==> config.mk <==
export PLATFORM = sky130hd
export DESIGN_NAME = sensor_sample_supervisor_flat
export DESIGN_NICKNAME = d
export VERILOG_FILES = /design/src/hdl/sss_pkg.sv /design/src/hdl/sss_ifs.sv /design/src/hdl/sss_cfg.sv /design/src/hdl/sss_ctrl.sv /design/src/hdl/sss_lane.sv /design/src/hdl/sss_dp.sv /design/src/hdl/sensor_sample_supervisor.sv /design/src/flat_wrapper.sv
export SDC_FILE = /design/constraint.sdc
export NUM_CORES = 2
export LEC_CHECK = 0
export BUFFER_PORTS_ARGS = -buffer_cell sky130_fd_sc_hd__clkbuf_2
export CELL_PAD_IN_SITES_DETAIL_PLACEMENT = 0
export CELL_PAD_IN_SITES_GLOBAL_PLACEMENT = 1
export CORE_MARGIN = 3
export CORE_UTILIZATION = 51
export CTS_BUF_LIST = sky130_fd_sc_hd__clkbuf_4 sky130_fd_sc_hd__clkbuf_8 sky130_fd_sc_hd__clkbuf_16
export DETAILED_ROUTE_END_ITERATION = 7
export GPL_ROUTABILITY_DRIVEN = 0
export PLACE_DENSITY_LB_ADDON = 0.1
export SLEW_MARGIN = 20
export SYNTH_ARGS = -nofsm -noshare
export SYNTH_HDL_FRONTEND = slang
export SYNTH_SLANG_ARGS = --single-unit
==> constraint.sdc <==
create_clock -name clk -period 9.9 [get_ports clk]
set_input_delay 2.475 -clock clk [delete_from_list [all_inputs] [get_ports clk]]
set_output_delay 2.475 -clock clk [all_outputs]
set_load 0.02 [all_outputs]
==> src/hdl/sss_pkg.sv <==
// ----------------------------------------------------------------------------
// sss_pkg
// shared types, constants and width helpers of the sensor sample supervisor
// ----------------------------------------------------------------------------
`timescale 1ns / 1ps
`default_nettype none

package sss_pkg;

    // default window depth
    localparam int SSS_AVG_DEPTH = 3;

    // field widths
    localparam int SSS_TEMP_W    = 15;
    localparam int SSS_HUM_W     = 14;
    localparam int SSS_WORD_W    = 16;
    localparam int SSS_CNT_W     = 8;
    localparam int SSS_CFG_IDX_W = 3;

    // sensor range and unit conversion, 0.01 units
    localparam logic signed [14:0] SSS_T_MIN = -15'sd4000;
    localparam logic signed [14:0] SSS_T_MAX = 15'sd12500;
    localparam logic signed [14:0] SSS_H_MIN = 15'sd0;
    localparam logic signed [14:0] SSS_H_MAX = 15'sd10000;
    localparam logic [15:0]        SSS_K_OFS = 16'd27315;
    localparam logic signed [15:0] SSS_F_OFS = 16'sd3200;
    localparam logic [7:0]         SSS_CNT_MAX = 8'hFF;

    // floor(x / 5) = (x * 209716) >> 20, exact for x below 2^18
    localparam logic [17:0] SSS_DIV5_MUL   = 18'd209716;
    localparam int          SSS_DIV5_SHIFT = 20;

    // config reset values
    localparam logic [15:0] SSS_GAIN_ONE     = 16'd16384;
    localparam logic [7:0]  SSS_ERR_LIMIT_RST   = 8'd5;
    localparam logic [7:0]  SSS_STUCK_LIMIT_RST = 8'd100;

    typedef enum logic [SSS_CFG_IDX_W-1:0] {
        REG_TEMP_GAIN   = 3'd0,
        REG_TEMP_OFFSET = 3'd1,
        REG_HUM_GAIN    = 3'd2,
        REG_HUM_OFFSET  = 3'd3,
        REG_ERROR_LIMIT = 3'd4,
        REG_STUCK_LIMIT = 3'd5
    } sss_reg_idx_t;

    typedef struct packed {
        logic [15:0] temp_gain;
        logic [15:0] temp_offset;
        logic [15:0] hum_gain;
        logic [15:0] hum_offset;
        logic [7:0]  error_limit;
        logic [7:0]  stuck_limit;
    } sss_cfg_t;

    typedef enum logic [3:0] {
        ST_IDLE,
        ST_SUM,
        ST_MUL,
        ST_DIV_LD,
        ST_DIV,
        ST_CAL,
        ST_CONV,
        ST_FMT,
        ST_FIN
    } sss_state_t;

    // controller to datapath
    typedef struct packed {
        logic load;
        logic sum_rd;
        logic mul;
        logic div_ld;
        logic div_step;
        logic cal;
        logic conv;
        logic fmt;
        logic fin;
    } sss_cmd_t;

    // datapath to controller
    typedef struct packed {
        logic out_free;
    } sss_stat_t;

    // quotient width of the averaging divider
    function automatic int sss_quot_w(input int depth);
        return 17 + $clog2(depth);
    endfunction

    function automatic int sss_idx_w(input int depth);
        return (depth > 1) ? $clog2(depth) : 1;
    endfunction

    function automatic int sss_fill_w(input int depth);
        return $clog2(depth + 1);
    endfunction

    // step counter covers window reads and divider steps
    function automatic int sss_step_w(input int depth);
        int top_val;
        top_val = (depth > sss_quot_w(depth)) ? depth : sss_quot_w(depth);
        return $clog2(top_val + 1);
    endfunction

endpackage

`default_nettype wire

==> src/hdl/sss_ifs.sv <==
// ----------------------------------------------------------------------------
// sss interfaces
// sample, result and configuration channels with valid/ready
// ----------------------------------------------------------------------------
`timescale 1ns / 1ps
`default_nettype none

interface sss_sample_if import sss_pkg::*; ();
    logic                         valid;
    logic                         ready;
    logic                         sensor_error;
    logic signed [SSS_TEMP_W-1:0] raw_temp;
    logic [SSS_HUM_W-1:0]         raw_hum;

    modport source (output valid, sensor_error, raw_temp, raw_hum, input ready);
    modport sink   (input valid, sensor_error, raw_temp, raw_hum, output ready);
endinterface

interface sss_result_if import sss_pkg::*; ();
    logic                         valid;
    logic                         ready;
    logic signed [SSS_TEMP_W-1:0] celsius;
    logic [SSS_WORD_W-1:0]        kelvin;
    logic signed [SSS_WORD_W-1:0] fahrenheit;
    logic [SSS_HUM_W-1:0]         humidity;
    logic                         publish;
    logic                         feed_watchdog;
    logic                         save_request;
    logic [SSS_CNT_W-1:0]         temp_repeat_count;
    logic [SSS_CNT_W-1:0]         hum_repeat_count;
    logic [SSS_CNT_W-1:0]         error_run_count;
    logic [SSS_WORD_W-1:0]        good_count;
    logic [SSS_WORD_W-1:0]        feed_count;

    modport source (
        output valid, celsius, kelvin, fahrenheit, humidity, publish, feed_watchdog,
               save_request, temp_repeat_count, hum_repeat_count, error_run_count,
               good_count, feed_count,
        input  ready
    );
    modport sink (
        input  valid, celsius, kelvin, fahrenheit, humidity, publish, feed_watchdog,
               save_request, temp_repeat_count, hum_repeat_count, error_run_count,
               good_count, feed_count,
        output ready
    );
endinterface

interface sss_cfg_if import sss_pkg::*; ();
    logic                     valid;
    logic                     ready;
    logic [SSS_CFG_IDX_W-1:0] index;
    logic [SSS_WORD_W-1:0]    data;

    modport source (output valid, index, data, input ready);
    modport sink   (input valid, index, data, output ready);
endinterface

`default_nettype wire

==> src/hdl/sss_cfg.sv <==
// ----------------------------------------------------------------------------
// sss_cfg
// calibration and limit register bank behind the configuration channel
// ----------------------------------------------------------------------------
`timescale 1ns / 1ps
`default_nettype none

module sss_cfg import sss_pkg::*;
(
    input  wire logic clk,
    input  wire logic rst_n,
    sss_cfg_if.sink   cfg,
    output sss_cfg_t  regs
);

    sss_cfg_t cfg_reg;
    sss_cfg_t cfg_next;

    assign cfg.ready = 1'b1;
    assign regs      = cfg_reg;

    always_comb
    begin
        cfg_next = cfg_reg;
        if (cfg.valid)
        begin
            case (sss_reg_idx_t'(cfg.index))
                REG_TEMP_GAIN:   cfg_next.temp_gain   = cfg.data;
                REG_TEMP_OFFSET: cfg_next.temp_offset = cfg.data;
                REG_HUM_GAIN:    cfg_next.hum_gain    = cfg.data;
                REG_HUM_OFFSET:  cfg_next.hum_offset  = cfg.data;
                REG_ERROR_LIMIT: cfg_next.error_limit = cfg.data[7:0];
                REG_STUCK_LIMIT: cfg_next.stuck_limit = cfg.data[7:0];
                default:         cfg_next = cfg_reg;
            endcase
        end
    end

    always_ff @(posedge clk or negedge rst_n)
    begin
        if (!rst_n)
        begin
            cfg_reg.temp_gain   <= SSS_GAIN_ONE;
            cfg_reg.temp_offset <= '0;
            cfg_reg.hum_gain    <= SSS_GAIN_ONE;
            cfg_reg.hum_offset  <= '0;
            cfg_reg.error_limit <= SSS_ERR_LIMIT_RST;
            cfg_reg.stuck_limit <= SSS_STUCK_LIMIT_RST;
        end
        else
        begin
            cfg_reg <= cfg_next;
        end
    end

endmodule

`default_nettype wire

==> src/hdl/sss_ctrl.sv <==
// ----------------------------------------------------------------------------
// sss_ctrl
// sequencer: window sum, gain multiply, serial divide, calibrate, convert
// ----------------------------------------------------------------------------
`timescale 1ns / 1ps
`default_nettype none

module sss_ctrl import sss_pkg::*;
#(
    parameter int AVG_DEPTH = SSS_AVG_DEPTH
)
(
    input  wire logic                            clk,
    input  wire logic                            rst_n,
    input  wire logic                            in_valid,
    output logic                                 in_ready,
    input  sss_stat_t                            stat,
    output sss_cmd_t                             cmd,
    output logic [sss_step_w(AVG_DEPTH)-1:0]     step_idx
);

    localparam int T_W    = sss_quot_w(AVG_DEPTH);
    localparam int STEP_W = sss_step_w(AVG_DEPTH);

    sss_state_t        state_reg;
    sss_state_t        state_next;
    logic [STEP_W-1:0] cnt_reg;
    logic [STEP_W-1:0] cnt_next;

    assign step_idx = cnt_reg;

    always_ff @(posedge clk or negedge rst_n)
    begin
        if (!rst_n)
        begin
            state_reg <= ST_IDLE;
            cnt_reg   <= '0;
        end
        else
        begin
            state_reg <= state_next;
            cnt_reg   <= cnt_next;
        end
    end

    always_comb
    begin
        state_next = state_reg;
        cnt_next   = cnt_reg;
        cmd        = '0;
        in_ready   = 1'b0;
        case (state_reg)
            ST_IDLE:
            begin
                in_ready = 1'b1;
                if (in_valid)
                begin
                    cmd.load   = 1'b1;
                    cnt_next   = '0;
                    state_next = ST_SUM;
                end
            end
            ST_SUM:
            begin
                // one window entry read per cycle, then a drain step with no read at the end
                cmd.sum_rd = (cnt_reg < STEP_W'(AVG_DEPTH));
                if (cnt_reg == STEP_W'(AVG_DEPTH))
                begin
                    cnt_next   = '0;
                    state_next = ST_MUL;
                end
                else
                begin
                    cnt_next = cnt_reg + 1'b1;
                end
            end
            ST_MUL:
            begin
                cmd.mul    = 1'b1;
                state_next = ST_DIV_LD;
            end
            ST_DIV_LD:
            begin
                cmd.div_ld = 1'b1;
                cnt_next   = '0;
                state_next = ST_DIV;
            end
            ST_DIV:
            begin
                cmd.div_step = 1'b1;
                if (cnt_reg == STEP_W'(T_W - 1))
                begin
                    cnt_next   = '0;
                    state_next = ST_CAL;
                end
                else
                begin
                    cnt_next = cnt_reg + 1'b1;
                end
            end
            ST_CAL:
            begin
                cmd.cal    = 1'b1;
                state_next = ST_CONV;
            end
            ST_CONV:
            begin
                cmd.conv   = 1'b1;
                state_next = ST_FMT;
            end
            ST_FMT:
            begin
                cmd.fmt    = 1'b1;
                state_next = ST_FIN;
            end
            ST_FIN:
            begin
                if (stat.out_free)
                begin
                    cmd.fin    = 1'b1;
                    state_next = ST_IDLE;
                end
            end
            default:
            begin
                state_next = ST_IDLE;
            end
        endcase
    end

endmodule

`default_nettype wire

==> src/hdl/sss_lane.sv <==
// ----------------------------------------------------------------------------
// sss_lane
// one channel: sample window, running sum, gain, rounding divide, offset, clamp
// ----------------------------------------------------------------------------
`timescale 1ns / 1ps
`default_nettype none

module sss_lane import sss_pkg::*;
#(
    parameter int AVG_DEPTH = SSS_AVG_DEPTH
)
(
    input  wire logic                                clk,
    input  wire logic                                rst_n,
    input  sss_cmd_t                                 cmd,
    input  wire logic [sss_step_w(AVG_DEPTH)-1:0]    step_idx,
    input  wire logic [sss_idx_w(AVG_DEPTH)-1:0]     wr_pos,
    input  wire logic [sss_fill_w(AVG_DEPTH)-1:0]    fill,
    input  wire logic signed [14:0]                  sample_val,
    input  wire logic [15:0]                         gain,
    input  wire logic [15:0]                         offset,
    input  wire logic signed [14:0]                  lo,
    input  wire logic signed [14:0]                  hi,
    output logic signed [14:0]                       value
);

    localparam int SUM_W  = 15 + $clog2(AVG_DEPTH);
    localparam int MAG_W  = SUM_W + 15;
    localparam int T_W    = sss_quot_w(AVG_DEPTH);
    localparam int V_W    = T_W + 2;
    localparam int IDX_W  = sss_idx_w(AVG_DEPTH);
    localparam int FILL_W = sss_fill_w(AVG_DEPTH);
    localparam int STEP_W = sss_step_w(AVG_DEPTH);

    logic signed [14:0]      win_mem [AVG_DEPTH];
    logic signed [14:0]      rd_data_reg;
    logic                    rd_use_reg;
    logic signed [SUM_W-1:0] acc_reg;
    logic [MAG_W-1:0]        mag_reg;
    logic                    neg_reg;
    logic [T_W-1:0]          quo_reg;
    logic [FILL_W-1:0]       rem_reg;
    logic signed [14:0]      value_reg;

    logic [SUM_W-1:0]        acc_abs;
    logic [SUM_W+15:0]       prod;
    logic [MAG_W:0]          half_fill;
    logic [MAG_W:0]          rnd;
    logic [FILL_W:0]         trial;
    logic [FILL_W:0]         diff;
    logic                    ge;
    logic [FILL_W-1:0]       rem_next;
    logic signed [V_W-1:0]   mag_s;
    logic signed [V_W-1:0]   sq;
    logic signed [V_W-1:0]   vsum;
    logic signed [V_W-1:0]   lo_v;
    logic signed [V_W-1:0]   hi_v;
    logic signed [14:0]      value_next;

    assign value = value_reg;

    // window store and registered read
    always_ff @(posedge clk)
    begin
        if (cmd.load)
        begin
            win_mem[wr_pos] <= sample_val;
        end
        if (cmd.sum_rd)
        begin
            rd_data_reg <= win_mem[step_idx[IDX_W-1:0]];
        end
    end

    always_ff @(posedge clk or negedge rst_n)
    begin
        if (!rst_n)
        begin
            rd_use_reg <= 1'b0;
        end
        else
        begin
            // only the filled part of the window counts
            rd_use_reg <= cmd.sum_rd && (step_idx < STEP_W'(fill));
        end
    end

    assign acc_abs   = acc_reg[SUM_W-1] ? (~acc_reg + 1'b1) : acc_reg;
    assign prod      = {16'b0, acc_abs} * {{SUM_W{1'b0}}, gain};
    // rounding term fill * 8192 before dropping the 2^14 of the gain
    assign half_fill = {{(MAG_W + 1 - FILL_W - 13){1'b0}}, fill, 13'b0};
    assign rnd       = {1'b0, mag_reg} + half_fill;

    // restoring division by the fill count, one quotient bit per step
    assign trial    = {rem_reg, quo_reg[T_W-1]};
    assign diff     = trial - {1'b0, fill};
    assign ge       = (trial >= {1'b0, fill});
    assign rem_next = ge ? diff[FILL_W-1:0] : trial[FILL_W-1:0];

    assign mag_s = {2'b00, quo_reg};
    assign sq    = neg_reg ? -mag_s : mag_s;
    assign vsum  = sq + {{(V_W - 16){offset[15]}}, offset};
    assign lo_v  = {{(V_W - 15){lo[14]}}, lo};
    assign hi_v  = {{(V_W - 15){hi[14]}}, hi};

    always_comb
    begin
        if (vsum < lo_v)
        begin
            value_next = lo;
        end
        else if (vsum > hi_v)
        begin
            value_next = hi;
        end
        else
        begin
            value_next = vsum[14:0];
        end
    end

    always_ff @(posedge clk)
    begin
        if (cmd.load)
        begin
            acc_reg <= '0;
        end
        else if (rd_use_reg)
        begin
            acc_reg <= acc_reg + SUM_W'(rd_data_reg);
        end
        if (cmd.mul)
        begin
            mag_reg <= prod[MAG_W-1:0];
            neg_reg <= acc_reg[SUM_W-1];
        end
        if (cmd.div_ld)
        begin
            quo_reg <= rnd[MAG_W:14];
            rem_reg <= '0;
        end
        else if (cmd.div_step)
        begin
            quo_reg <= {quo_reg[T_W-2:0], ge};
            rem_reg <= rem_next;
        end
        if (cmd.cal)
        begin
            value_reg <= value_next;
        end
    end

endmodule

`default_nettype wire

==> src/hdl/sss_dp.sv <==
// ----------------------------------------------------------------------------
// sss_dp
// datapath: health counters, fault latches, two lanes, unit conversion,
// result register
// ----------------------------------------------------------------------------
`timescale 1ns / 1ps
`default_nettype none

module sss_dp import sss_pkg::*;
#(
    parameter int AVG_DEPTH = SSS_AVG_DEPTH
)
(
    input  wire logic                             clk,
    input  wire logic                             rst_n,
    input  sss_cmd_t                              cmd,
    input  wire logic [sss_step_w(AVG_DEPTH)-1:0] step_idx,
    output sss_stat_t                             stat,
    input  sss_cfg_t                              regs,
    input  wire logic                             sensor_error,
    input  wire logic signed [SSS_TEMP_W-1:0]     raw_temp,
    input  wire logic [SSS_HUM_W-1:0]             raw_hum,
    sss_result_if.source                          result
);

    localparam int IDX_W  = sss_idx_w(AVG_DEPTH);
    localparam int FILL_W = sss_fill_w(AVG_DEPTH);

    // health state
    logic [7:0]         erun_reg;
    logic [7:0]         erun_next;
    logic               sfault_reg;
    logic               sfault_next;
    logic               stuck_reg;
    logic               stuck_next;
    logic               saved_reg;
    logic signed [14:0] last_temp_reg;
    logic [13:0]        last_hum_reg;
    logic [7:0]         trep_reg;
    logic [7:0]         trep_next;
    logic [7:0]         hrep_reg;
    logic [7:0]         hrep_next;
    logic [IDX_W-1:0]   pos_reg;
    logic [IDX_W-1:0]   pos_next;
    logic [FILL_W-1:0]  fill_reg;
    logic [FILL_W-1:0]  fill_next;
    logic [15:0]        good_reg;
    logic [15:0]        feed_tot_reg;
    logic               publish_reg;
    logic               feed_reg;
    logic               save_reg;
    logic               save_next;
    logic               feed_next;

    // conversion
    logic signed [14:0] temp_val;
    logic signed [14:0] hum_val;
    logic [14:0]        c_abs;
    logic [17:0]        m9_reg;
    logic               f_neg_reg;
    logic [35:0]        prod5;
    logic [14:0]        fq;
    logic signed [15:0] fs;
    logic signed [15:0] f_reg;
    logic [15:0]        kelvin_next;

    // result register
    logic               out_valid_reg;
    logic signed [14:0] o_celsius_reg;
    logic [15:0]        o_kelvin_reg;
    logic signed [15:0] o_fahr_reg;
    logic [13:0]        o_hum_reg;
    logic               o_publish_reg;
    logic               o_feed_reg;
    logic               o_save_reg;
    logic [7:0]         o_trep_reg;
    logic [7:0]         o_hrep_reg;
    logic [7:0]         o_erun_reg;
    logic [15:0]        o_good_reg;
    logic [15:0]        o_feed_cnt_reg;

    // counters and latches as they stand after the incoming word
    always_comb
    begin
        if (sensor_error)
        begin
            erun_next = (erun_reg == SSS_CNT_MAX) ? SSS_CNT_MAX : erun_reg + 1'b1;
        end
        else
        begin
            erun_next = '0;
        end
        sfault_next = sfault_reg || (erun_next > regs.error_limit);

        if (raw_temp == last_temp_reg)
        begin
            trep_next = (trep_reg == SSS_CNT_MAX) ? SSS_CNT_MAX : trep_reg + 1'b1;
        end
        else
        begin
            trep_next = '0;
        end
        if (raw_hum == last_hum_reg)
        begin
            hrep_next = (hrep_reg == SSS_CNT_MAX) ? SSS_CNT_MAX : hrep_reg + 1'b1;
        end
        else
        begin
            hrep_next = '0;
        end
        stuck_next = stuck_reg || (trep_next >= regs.stuck_limit)
                               || (hrep_next >= regs.stuck_limit);

        save_next = (sfault_next || stuck_next) && !saved_reg;
        feed_next = !sfault_next && !stuck_next;

        pos_next  = (pos_reg == IDX_W'(AVG_DEPTH - 1)) ? '0 : pos_reg + 1'b1;
        fill_next = (fill_reg < FILL_W'(AVG_DEPTH)) ? fill_reg + 1'b1 : fill_reg;
    end

    always_ff @(posedge clk or negedge rst_n)
    begin
        if (!rst_n)
        begin
            erun_reg      <= '0;
            sfault_reg    <= 1'b0;
            stuck_reg     <= 1'b0;
            saved_reg     <= 1'b0;
            last_temp_reg <= '0;
            last_hum_reg  <= '0;
            trep_reg      <= '0;
            hrep_reg      <= '0;
            pos_reg       <= '0;
            fill_reg      <= '0;
            good_reg      <= '0;
            feed_tot_reg  <= '0;
            publish_reg   <= 1'b0;
            feed_reg      <= 1'b0;
            save_reg      <= 1'b0;
        end
        else if (cmd.load)
        begin
            erun_reg      <= erun_next;
            sfault_reg    <= sfault_next;
            stuck_reg     <= stuck_next;
            saved_reg     <= saved_reg || sfault_next || stuck_next;
            last_temp_reg <= raw_temp;
            last_hum_reg  <= raw_hum;
            trep_reg      <= trep_next;
            hrep_reg      <= hrep_next;
            pos_reg       <= pos_next;
            fill_reg      <= fill_next;
            good_reg      <= good_reg + {15'b0, !sensor_error};
            feed_tot_reg  <= feed_tot_reg + {15'b0, feed_next};
            publish_reg   <= !sensor_error;
            feed_reg      <= feed_next;
            save_reg      <= save_next;
        end
    end

    sss_lane #(
        .AVG_DEPTH (AVG_DEPTH)
    ) u_temp_lane (
        .clk        (clk),
        .rst_n      (rst_n),
        .cmd        (cmd),
        .step_idx   (step_idx),
        .wr_pos     (pos_reg),
        .fill       (fill_reg),
        .sample_val (raw_temp),
        .gain       (regs.temp_gain),
        .offset     (regs.temp_offset),
        .lo         (SSS_T_MIN),
        .hi         (SSS_T_MAX),
        .value      (temp_val)
    );

    sss_lane #(
        .AVG_DEPTH (AVG_DEPTH)
    ) u_hum_lane (
        .clk        (clk),
        .rst_n      (rst_n),
        .cmd        (cmd),
        .step_idx   (step_idx),
        .wr_pos     (pos_reg),
        .fill       (fill_reg),
        .sample_val ({1'b0, raw_hum}),
        .gain       (regs.hum_gain),
        .offset     (regs.hum_offset),
        .lo         (SSS_H_MIN),
        .hi         (SSS_H_MAX),
        .value      (hum_val)
    );

    // fahrenheit: round half away of 9|c| / 5 through a reciprocal multiply
    assign c_abs       = temp_val[14] ? (~temp_val + 1'b1) : temp_val;
    assign prod5       = {18'b0, m9_reg} * {18'b0, SSS_DIV5_MUL};
    assign fq          = prod5[SSS_DIV5_SHIFT +: 15];
    assign fs          = {1'b0, fq};
    assign kelvin_next = {temp_val[14], temp_val} + SSS_K_OFS;

    always_ff @(posedge clk)
    begin
        if (cmd.conv)
        begin
            m9_reg    <= {c_abs, 3'b000} + {3'b000, c_abs} + 18'd2;
            f_neg_reg <= temp_val[14];
        end
        if (cmd.fmt)
        begin
            f_reg <= (f_neg_reg ? -fs : fs) + SSS_F_OFS;
        end
    end

    assign stat.out_free = !out_valid_reg || result.ready;

    always_ff @(posedge clk or negedge rst_n)
    begin
        if (!rst_n)
        begin
            out_valid_reg <= 1'b0;
        end
        else if (cmd.fin)
        begin
            out_valid_reg <= 1'b1;
        end
        else if (result.ready)
        begin
            out_valid_reg <= 1'b0;
        end
    end

    always_ff @(posedge clk)
    begin
        if (cmd.fin)
        begin
            o_celsius_reg  <= temp_val;
            o_kelvin_reg   <= kelvin_next;
            o_fahr_reg     <= f_reg;
            o_hum_reg      <= hum_val[13:0];
            o_publish_reg  <= publish_reg;
            o_feed_reg     <= feed_reg;
            o_save_reg     <= save_reg;
            o_trep_reg     <= trep_reg;
            o_hrep_reg     <= hrep_reg;
            o_erun_reg     <= erun_reg;
            o_good_reg     <= good_reg;
            o_feed_cnt_reg <= feed_tot_reg;
        end
    end

    assign result.valid             = out_valid_reg;
    assign result.celsius           = o_celsius_reg;
    assign result.kelvin            = o_kelvin_reg;
    assign result.fahrenheit        = o_fahr_reg;
    assign result.humidity          = o_hum_reg;
    assign result.publish           = o_publish_reg;
    assign result.feed_watchdog     = o_feed_reg;
    assign result.save_request      = o_save_reg;
    assign result.temp_repeat_count = o_trep_reg;
    assign result.hum_repeat_count  = o_hrep_reg;
    assign result.error_run_count   = o_erun_reg;
    assign result.good_count        = o_good_reg;
    assign result.feed_count        = o_feed_cnt_reg;

endmodule

`default_nettype wire

==> src/hdl/sensor_sample_supervisor.sv <==
// ----------------------------------------------------------------------------
// sensor_sample_supervisor
// health supervision and calibration of temperature/humidity sensor samples
//
// Each sample word updates the error-run and stuck-reading counters and their
// fault latches, enters an AVG_DEPTH moving window (fewer entries are averaged
// while it fills), and yields one result word with calibrated, clamped
// celsius and humidity, kelvin, fahrenheit, publish / watchdog / one-shot save
// flags and the counters as they stand after the sample. A new sample is
// taken only when the sequencer is idle, once the previous one has gone
// through window sum, gain multiply, divider load, divide, calibration,
// conversion, formatting and hand-over. The bit-serial divider divides the
// gained window sum by the fill count, one quotient bit a cycle, and its
// quotient width is 17 + clog2(AVG_DEPTH); the window store is read one
// entry a cycle. The result sits in an output register, so the next sample
// is taken while a result still waits; the sequencer only holds in its
// last step if the previous result is still unclaimed. Configuration
// writes are accepted every cycle and should only be issued while no
// sample is in flight.
// ----------------------------------------------------------------------------
`timescale 1ns / 1ps
`default_nettype none

module sensor_sample_supervisor import sss_pkg::*;
#(
    parameter int AVG_DEPTH = SSS_AVG_DEPTH
)
(
    input  wire logic    clk,
    input  wire logic    rst_n,
    sss_sample_if.sink   sample,
    sss_result_if.source result,
    sss_cfg_if.sink      cfg
);

    localparam int STEP_W = sss_step_w(AVG_DEPTH);

    // command and status between sequencer and datapath
    sss_cmd_t          cmd;
    sss_stat_t         stat;
    logic [STEP_W-1:0] step_idx;
    sss_cfg_t          regs;
    logic              in_ready;

    // sample word is taken only when the sequencer is idle
    assign sample.ready = in_ready;

    // calibration gains/offsets and fault limits
    sss_cfg u_cfg (
        .clk   (clk),
        .rst_n (rst_n),
        .cfg   (cfg),
        .regs  (regs)
    );

    // sequencer: window sum, multiply, divide, calibrate, convert, hand over
    sss_ctrl #(
        .AVG_DEPTH (AVG_DEPTH)
    ) u_ctrl (
        .clk      (clk),
        .rst_n    (rst_n),
        .in_valid (sample.valid),
        .in_ready (in_ready),
        .stat     (stat),
        .cmd      (cmd),
        .step_idx (step_idx)
    );

    // counters, latches, both channel lanes and the result register
    sss_dp #(
        .AVG_DEPTH (AVG_DEPTH)
    ) u_dp (
        .clk          (clk),
        .rst_n        (rst_n),
        .cmd          (cmd),
        .step_idx     (step_idx),
        .stat         (stat),
        .regs         (regs),
        .sensor_error (sample.sensor_error),
        .raw_temp     (sample.raw_temp),
        .raw_hum      (sample.raw_hum),
        .result       (result)
    );

endmodule

`default_nettype wire

==> src/flat_wrapper.sv <==
// flat-port wrapper written by rule: the top's interface ports become plain ports
module sensor_sample_supervisor_flat import sss_pkg::*;
#(
    parameter int AVG_DEPTH = SSS_AVG_DEPTH
)
  (clk, rst_n, sample_valid, sample_sensor_error, sample_raw_temp, sample_raw_hum, sample_ready, result_valid, result_celsius, result_kelvin, result_fahrenheit, result_humidity, result_publish, result_feed_watchdog, result_save_request, result_temp_repeat_count, result_hum_repeat_count, result_error_run_count, result_good_count, result_feed_count, result_ready, cfg_valid, cfg_index, cfg_data, cfg_ready);
  sss_sample_if sample_i ();
  sss_result_if result_i ();
  sss_cfg_if cfg_i ();
  input  wire logic clk;
  input  wire logic rst_n;
  input wire logic [$bits(sample_i.valid)-1:0] sample_valid;
  input wire logic [$bits(sample_i.sensor_error)-1:0] sample_sensor_error;
  input wire logic [$bits(sample_i.raw_temp)-1:0] sample_raw_temp;
  input wire logic [$bits(sample_i.raw_hum)-1:0] sample_raw_hum;
  output wire logic [$bits(sample_i.ready)-1:0] sample_ready;
  output wire logic [$bits(result_i.valid)-1:0] result_valid;
  output wire logic [$bits(result_i.celsius)-1:0] result_celsius;
  output wire logic [$bits(result_i.kelvin)-1:0] result_kelvin;
  output wire logic [$bits(result_i.fahrenheit)-1:0] result_fahrenheit;
  output wire logic [$bits(result_i.humidity)-1:0] result_humidity;
  output wire logic [$bits(result_i.publish)-1:0] result_publish;
  output wire logic [$bits(result_i.feed_watchdog)-1:0] result_feed_watchdog;
  output wire logic [$bits(result_i.save_request)-1:0] result_save_request;
  output wire logic [$bits(result_i.temp_repeat_count)-1:0] result_temp_repeat_count;
  output wire logic [$bits(result_i.hum_repeat_count)-1:0] result_hum_repeat_count;
  output wire logic [$bits(result_i.error_run_count)-1:0] result_error_run_count;
  output wire logic [$bits(result_i.good_count)-1:0] result_good_count;
  output wire logic [$bits(result_i.feed_count)-1:0] result_feed_count;
  input wire logic [$bits(result_i.ready)-1:0] result_ready;
  input wire logic [$bits(cfg_i.valid)-1:0] cfg_valid;
  input wire logic [$bits(cfg_i.index)-1:0] cfg_index;
  input wire logic [$bits(cfg_i.data)-1:0] cfg_data;
  output wire logic [$bits(cfg_i.ready)-1:0] cfg_ready;
  assign sample_i.valid = sample_valid;
  assign sample_i.sensor_error = sample_sensor_error;
  assign sample_i.raw_temp = sample_raw_temp;
  assign sample_i.raw_hum = sample_raw_hum;
  assign sample_ready = sample_i.ready;
  assign result_valid = result_i.valid;
  assign result_celsius = result_i.celsius;
  assign result_kelvin = result_i.kelvin;
  assign result_fahrenheit = result_i.fahrenheit;
  assign result_humidity = result_i.humidity;
  assign result_publish = result_i.publish;
  assign result_feed_watchdog = result_i.feed_watchdog;
  assign result_save_request = result_i.save_request;
  assign result_temp_repeat_count = result_i.temp_repeat_count;
  assign result_hum_repeat_count = result_i.hum_repeat_count;
  assign result_error_run_count = result_i.error_run_count;
  assign result_good_count = result_i.good_count;
  assign result_feed_count = result_i.feed_count;
  assign result_i.ready = result_ready;
  assign cfg_i.valid = cfg_valid;
  assign cfg_i.index = cfg_index;
  assign cfg_i.data = cfg_data;
  assign cfg_ready = cfg_i.ready;
  sensor_sample_supervisor #(.AVG_DEPTH(AVG_DEPTH)) u_core (.clk(clk), .rst_n(rst_n), .sample(sample_i), .result(result_i), .cfg(cfg_i));
endmodule
==> flow_summary.yaml <==
cts:
  post_cts_setup_inserts: 0
  cts_resized: 0
  cts_tree: "yes"
  clk_path_buf_depth: 3
  cts_hold_buf: 0
  htree_num_levels: 3
  cts-buffers-inserted: 69
  cts.clk_slew.worst_paths_ns: 0.08
  clock_insertion_delay_worst_skew_ns: 0.63
  cts_root_buf: "clkbuf_16"
  cts_num_sinks: 602
setup_path:
  timing.critical_path.arrival_ns: 8.93
  crit_fanout: 9
  reg2reg_depth: 30
  timing.critical_path.slowest_cell_delay_ns: 0.68
  crit_path_end_kind: "flop"
  crit_slowest_cell: "a2111oi_1"
  critPathRequiredTime_ns: 10.25
  nature_of_the_critical_path_startpoint: "flop"
  criticalPathCategory: "reg2reg"
detailed_routing:
  detail_route.drc_violations: 0
  detail-route-antenna-nets: 0
  route.detailed.wl_per_inst_um: 18.6
  num_vias: 35000
  viasPerCell: 5.35
  drtIter0Drc: 2096
  detail_route.first_pass.iterations: 6
  total_detailed_routing_wirelength_mm: 121
synthesis:
  syn_area_um2: 51600
  synth_flop_cell: "edfxtp_1"
  synthDistinctLibCells: 102
  netlist_instances: 5037
  synth_warnings: 0
  synthesis.nets: 6061
  seq_area_frac_synth_pct: 32.5
  share_of_synthesized_flip_flops_with_an_asynchronous_set_or_reset_pct: 30.9
  synth_enable_flop_cells: 378
  syn-mean-instance-area_um2: 10.2
  ys_ff_latch: 602
min_path:
  worstHoldPathType: "reg2reg"
  worstHoldPathCells: 0
sta:
  slew_headroom_pct: 23.5
  setup_viol_count_final: 0
  slew_viol_final: 0
  period_minus_slack_ns: 8.58
  fmax_ghz: 0.117
  tightest_slew_ns: 1.14
  worst_clock_skew_ns: 0.0269
  hold_viol_final: 0
  layout_worst_path_cycle_share_pct: 86.7
  setup-tns-final_ns: 0
  grt_setup_unrepaired: "false"
flow_run:
  maxCapViolations: 0
cells_and_area:
  areaGrowthSynthToFinish_pct: 9.37
  final_net_count: 6206
  largest_reg_flops: 80
  drive_gt1_share_pct: 9.78
floorplanning:
  boundaryPins: 177
  die_h_um: 324
  dieArea_um2: 105000
  initial_utilization_pct: 51.5
  core_area_um2: 100000
  num_rows: 116
  die_width_um: 324
place:
  place.port_buffers: 175
  dp_hpwl_mm: 92.7
status:
  outcome: "finished clean"
global_routing:
  groute.usage.overall_pct: 23.8
  grt_max_degree: 72
  antenna_found_initial: 4
  grt_overflow_total: 0
  grt_pass1_wl_mm: 196
  first_global_vias: 35700
-- per-layer routing --
| metal | track usage [%] | vias up | wire length, µm |
|---|---|---|---|
| li1 | - | 16900 | - |
| met4 | 7.38 | 4 | 3750 |
| met5 | 0 | - | 30 |
| met1 | 33.0 | 17200 | 55600 |
| met2 | 38.4 | 742 | 55900 |
| met3 | 3.91 | 164 | 6100 |
-- cell families (layout without fill, tap and decap cells) --
group,count (synthesis),after routing,share of synthesized area (%)
simple gates,1478,1478,13.4
fa+ha+maj,970,970,30.9
buf+inv,909,1107,6.63
compound gates,604,604,7.87
flops,602,602,32.5
xor+xnor,338,338,5.78
mux,135,135,2.81
other cells,1,2,0.00727
-- layout make-up --
type,count,area (µm²)
fillers,8851,43700
multi-input cells,3526,31500
flip-flops and latches,602,16800
inverters,751,2820
clock buffers,92,1970
well taps,1298,1620
repair buffers,232,1330
clock inverters,32,352
diodes,1,2.50
-- worst max-delay path, delay by kind of cell, from the launching register on --
| family | cells | cell delay (ns) |
|---|---|---|
| DFF | 1 | 0.36 |
| and+or+nand+nor | 3 | 0.50 |
| buffers and inverters | 7 | 0.69 |
| xor gates and xnor gates | 2 | 0.57 |
| AOI/OAI and AO/OA | 10 | 2.77 |
| adders and majority gates | 8 | 3.41 |
-- cells in the final DEF, fill, tap and decap left out, types with 108 or more instances in the layout --
| cell type | n |
|---|---|
| inv_1 | 749 |
| nand2_1 | 735 |
| fa_1 | 509 |
| ha_1 | 461 |
| edfxtp_1 | 378 |
| xnor2_1 | 222 |
| and2_1 | 204 |
| dfrtp_1 | 177 |
| clkbuf_2 | 174 |
| nor2_1 | 167 |
| o21ai_0 | 167 |
| a21oi_1 | 135 |
| xor2_1 | 108 |
-- through the flow --
| step | hold slack (ns) | worst slack [ns] | cells | instance area (µm²) | util (%) |
|---|---|---|---|---|---|
| 6_report | 0.396 | 1.32 | 6534 | 56400 | 56.3 |
| 5_1_grt | 0.416 | 0.742 | 6534 | 56400 | 56.3 |
| 4_1_cts | 0.397 | 1.30 | 6532 | 56400 | 56.3 |
| 3_5_place_dp | 0.405 | 1.31 | 6408 | 54000 | 54.0 |
| 3_3_place_gp | 0.401 | 1.50 | 6408 | 54000 | 54.0 |
| 2_1_floorplan | 0.400 | 1.39 | 5037 | 51600 | - |
-- cell usage after synthesis, types with 8 or more instances --
cell type | n | area, µm²
and3_1 | 28 | 175
and4_1 | 8 | 70.1
buf_1 | 21 | 78.8
a21oi_1 | 136 | 681
xnor2_1 | 227 | 1990
or4_1 | 11 | 82.6
nor2b_1 | 34 | 213
a211oi_1 | 18 | 135
dfrtp_1 | 179 | 4480
nand2b_1 | 33 | 206
o41ai_1 | 11 | 96.3
or3_1 | 27 | 169
inv_1 | 749 | 2810
or2_2 | 13 | 81.3
o31ai_1 | 30 | 225
xor2_1 | 108 | 946
nand3_1 | 65 | 325
fa_1 | 509 | 10200
nand2_1 | 736 | 2760
dfxtp_1 | 38 | 761
mux2i_1 | 56 | 561
nand4_1 | 24 | 150
a31oi_1 | 18 | 113
a21boi_0 | 12 | 90.1
o21ai_0 | 167 | 836
a21o_1 | 46 | 345
and2_1 | 205 | 1280
nor4_1 | 17 | 106
mux2_2 | 79 | 890
ha_1 | 461 | 5770
o21a_1 | 26 | 195
nor2_1 | 169 | 634
o21bai_1 | 12 | 90.1
nor3_1 | 75 | 375
o211ai_1 | 17 | 128
edfxtp_1 | 378 | 11400
clkbuf_1 | 134 | 503
-- path summary, 6_finish.rpt --
kind,slack [ns],end,start
setup / recovery,1.32,u_core.u_dp.u_temp_lane.mag_reg[30]$_DFFE_PP_,u_core.u_dp.u_temp_lane.acc_reg[1]$_SDFFE_PP0P_
hold / removal,0.40,u_core.u_dp.result.fahrenheit[4]$_DFFE_PP_,u_core.u_dp.f_reg[4]$_DFFE_PP_
setup reg to reg,1.32,u_core.u_dp.u_temp_lane.mag_reg[30]$_DFFE_PP_,u_core.u_dp.u_temp_lane.acc_reg[1]$_SDFFE_PP0P_
hold reg to reg,0.40,u_core.u_dp.result.fahrenheit[4]$_DFFE_PP_,u_core.u_dp.f_reg[4]$_DFFE_PP_
max in group asynchronous,6.59,u_core.u_cfg.regs[57]$_DFFE_PN0P_,rst_n
min in group asynchronous,1.86,u_core.u_dp.trep_reg[2]$_DFFE_PN0P_,rst_n
Power is left out: the tool's default activity adds up to more than one toggle a clock period on the data nets, which glitch-free logic cannot reach.
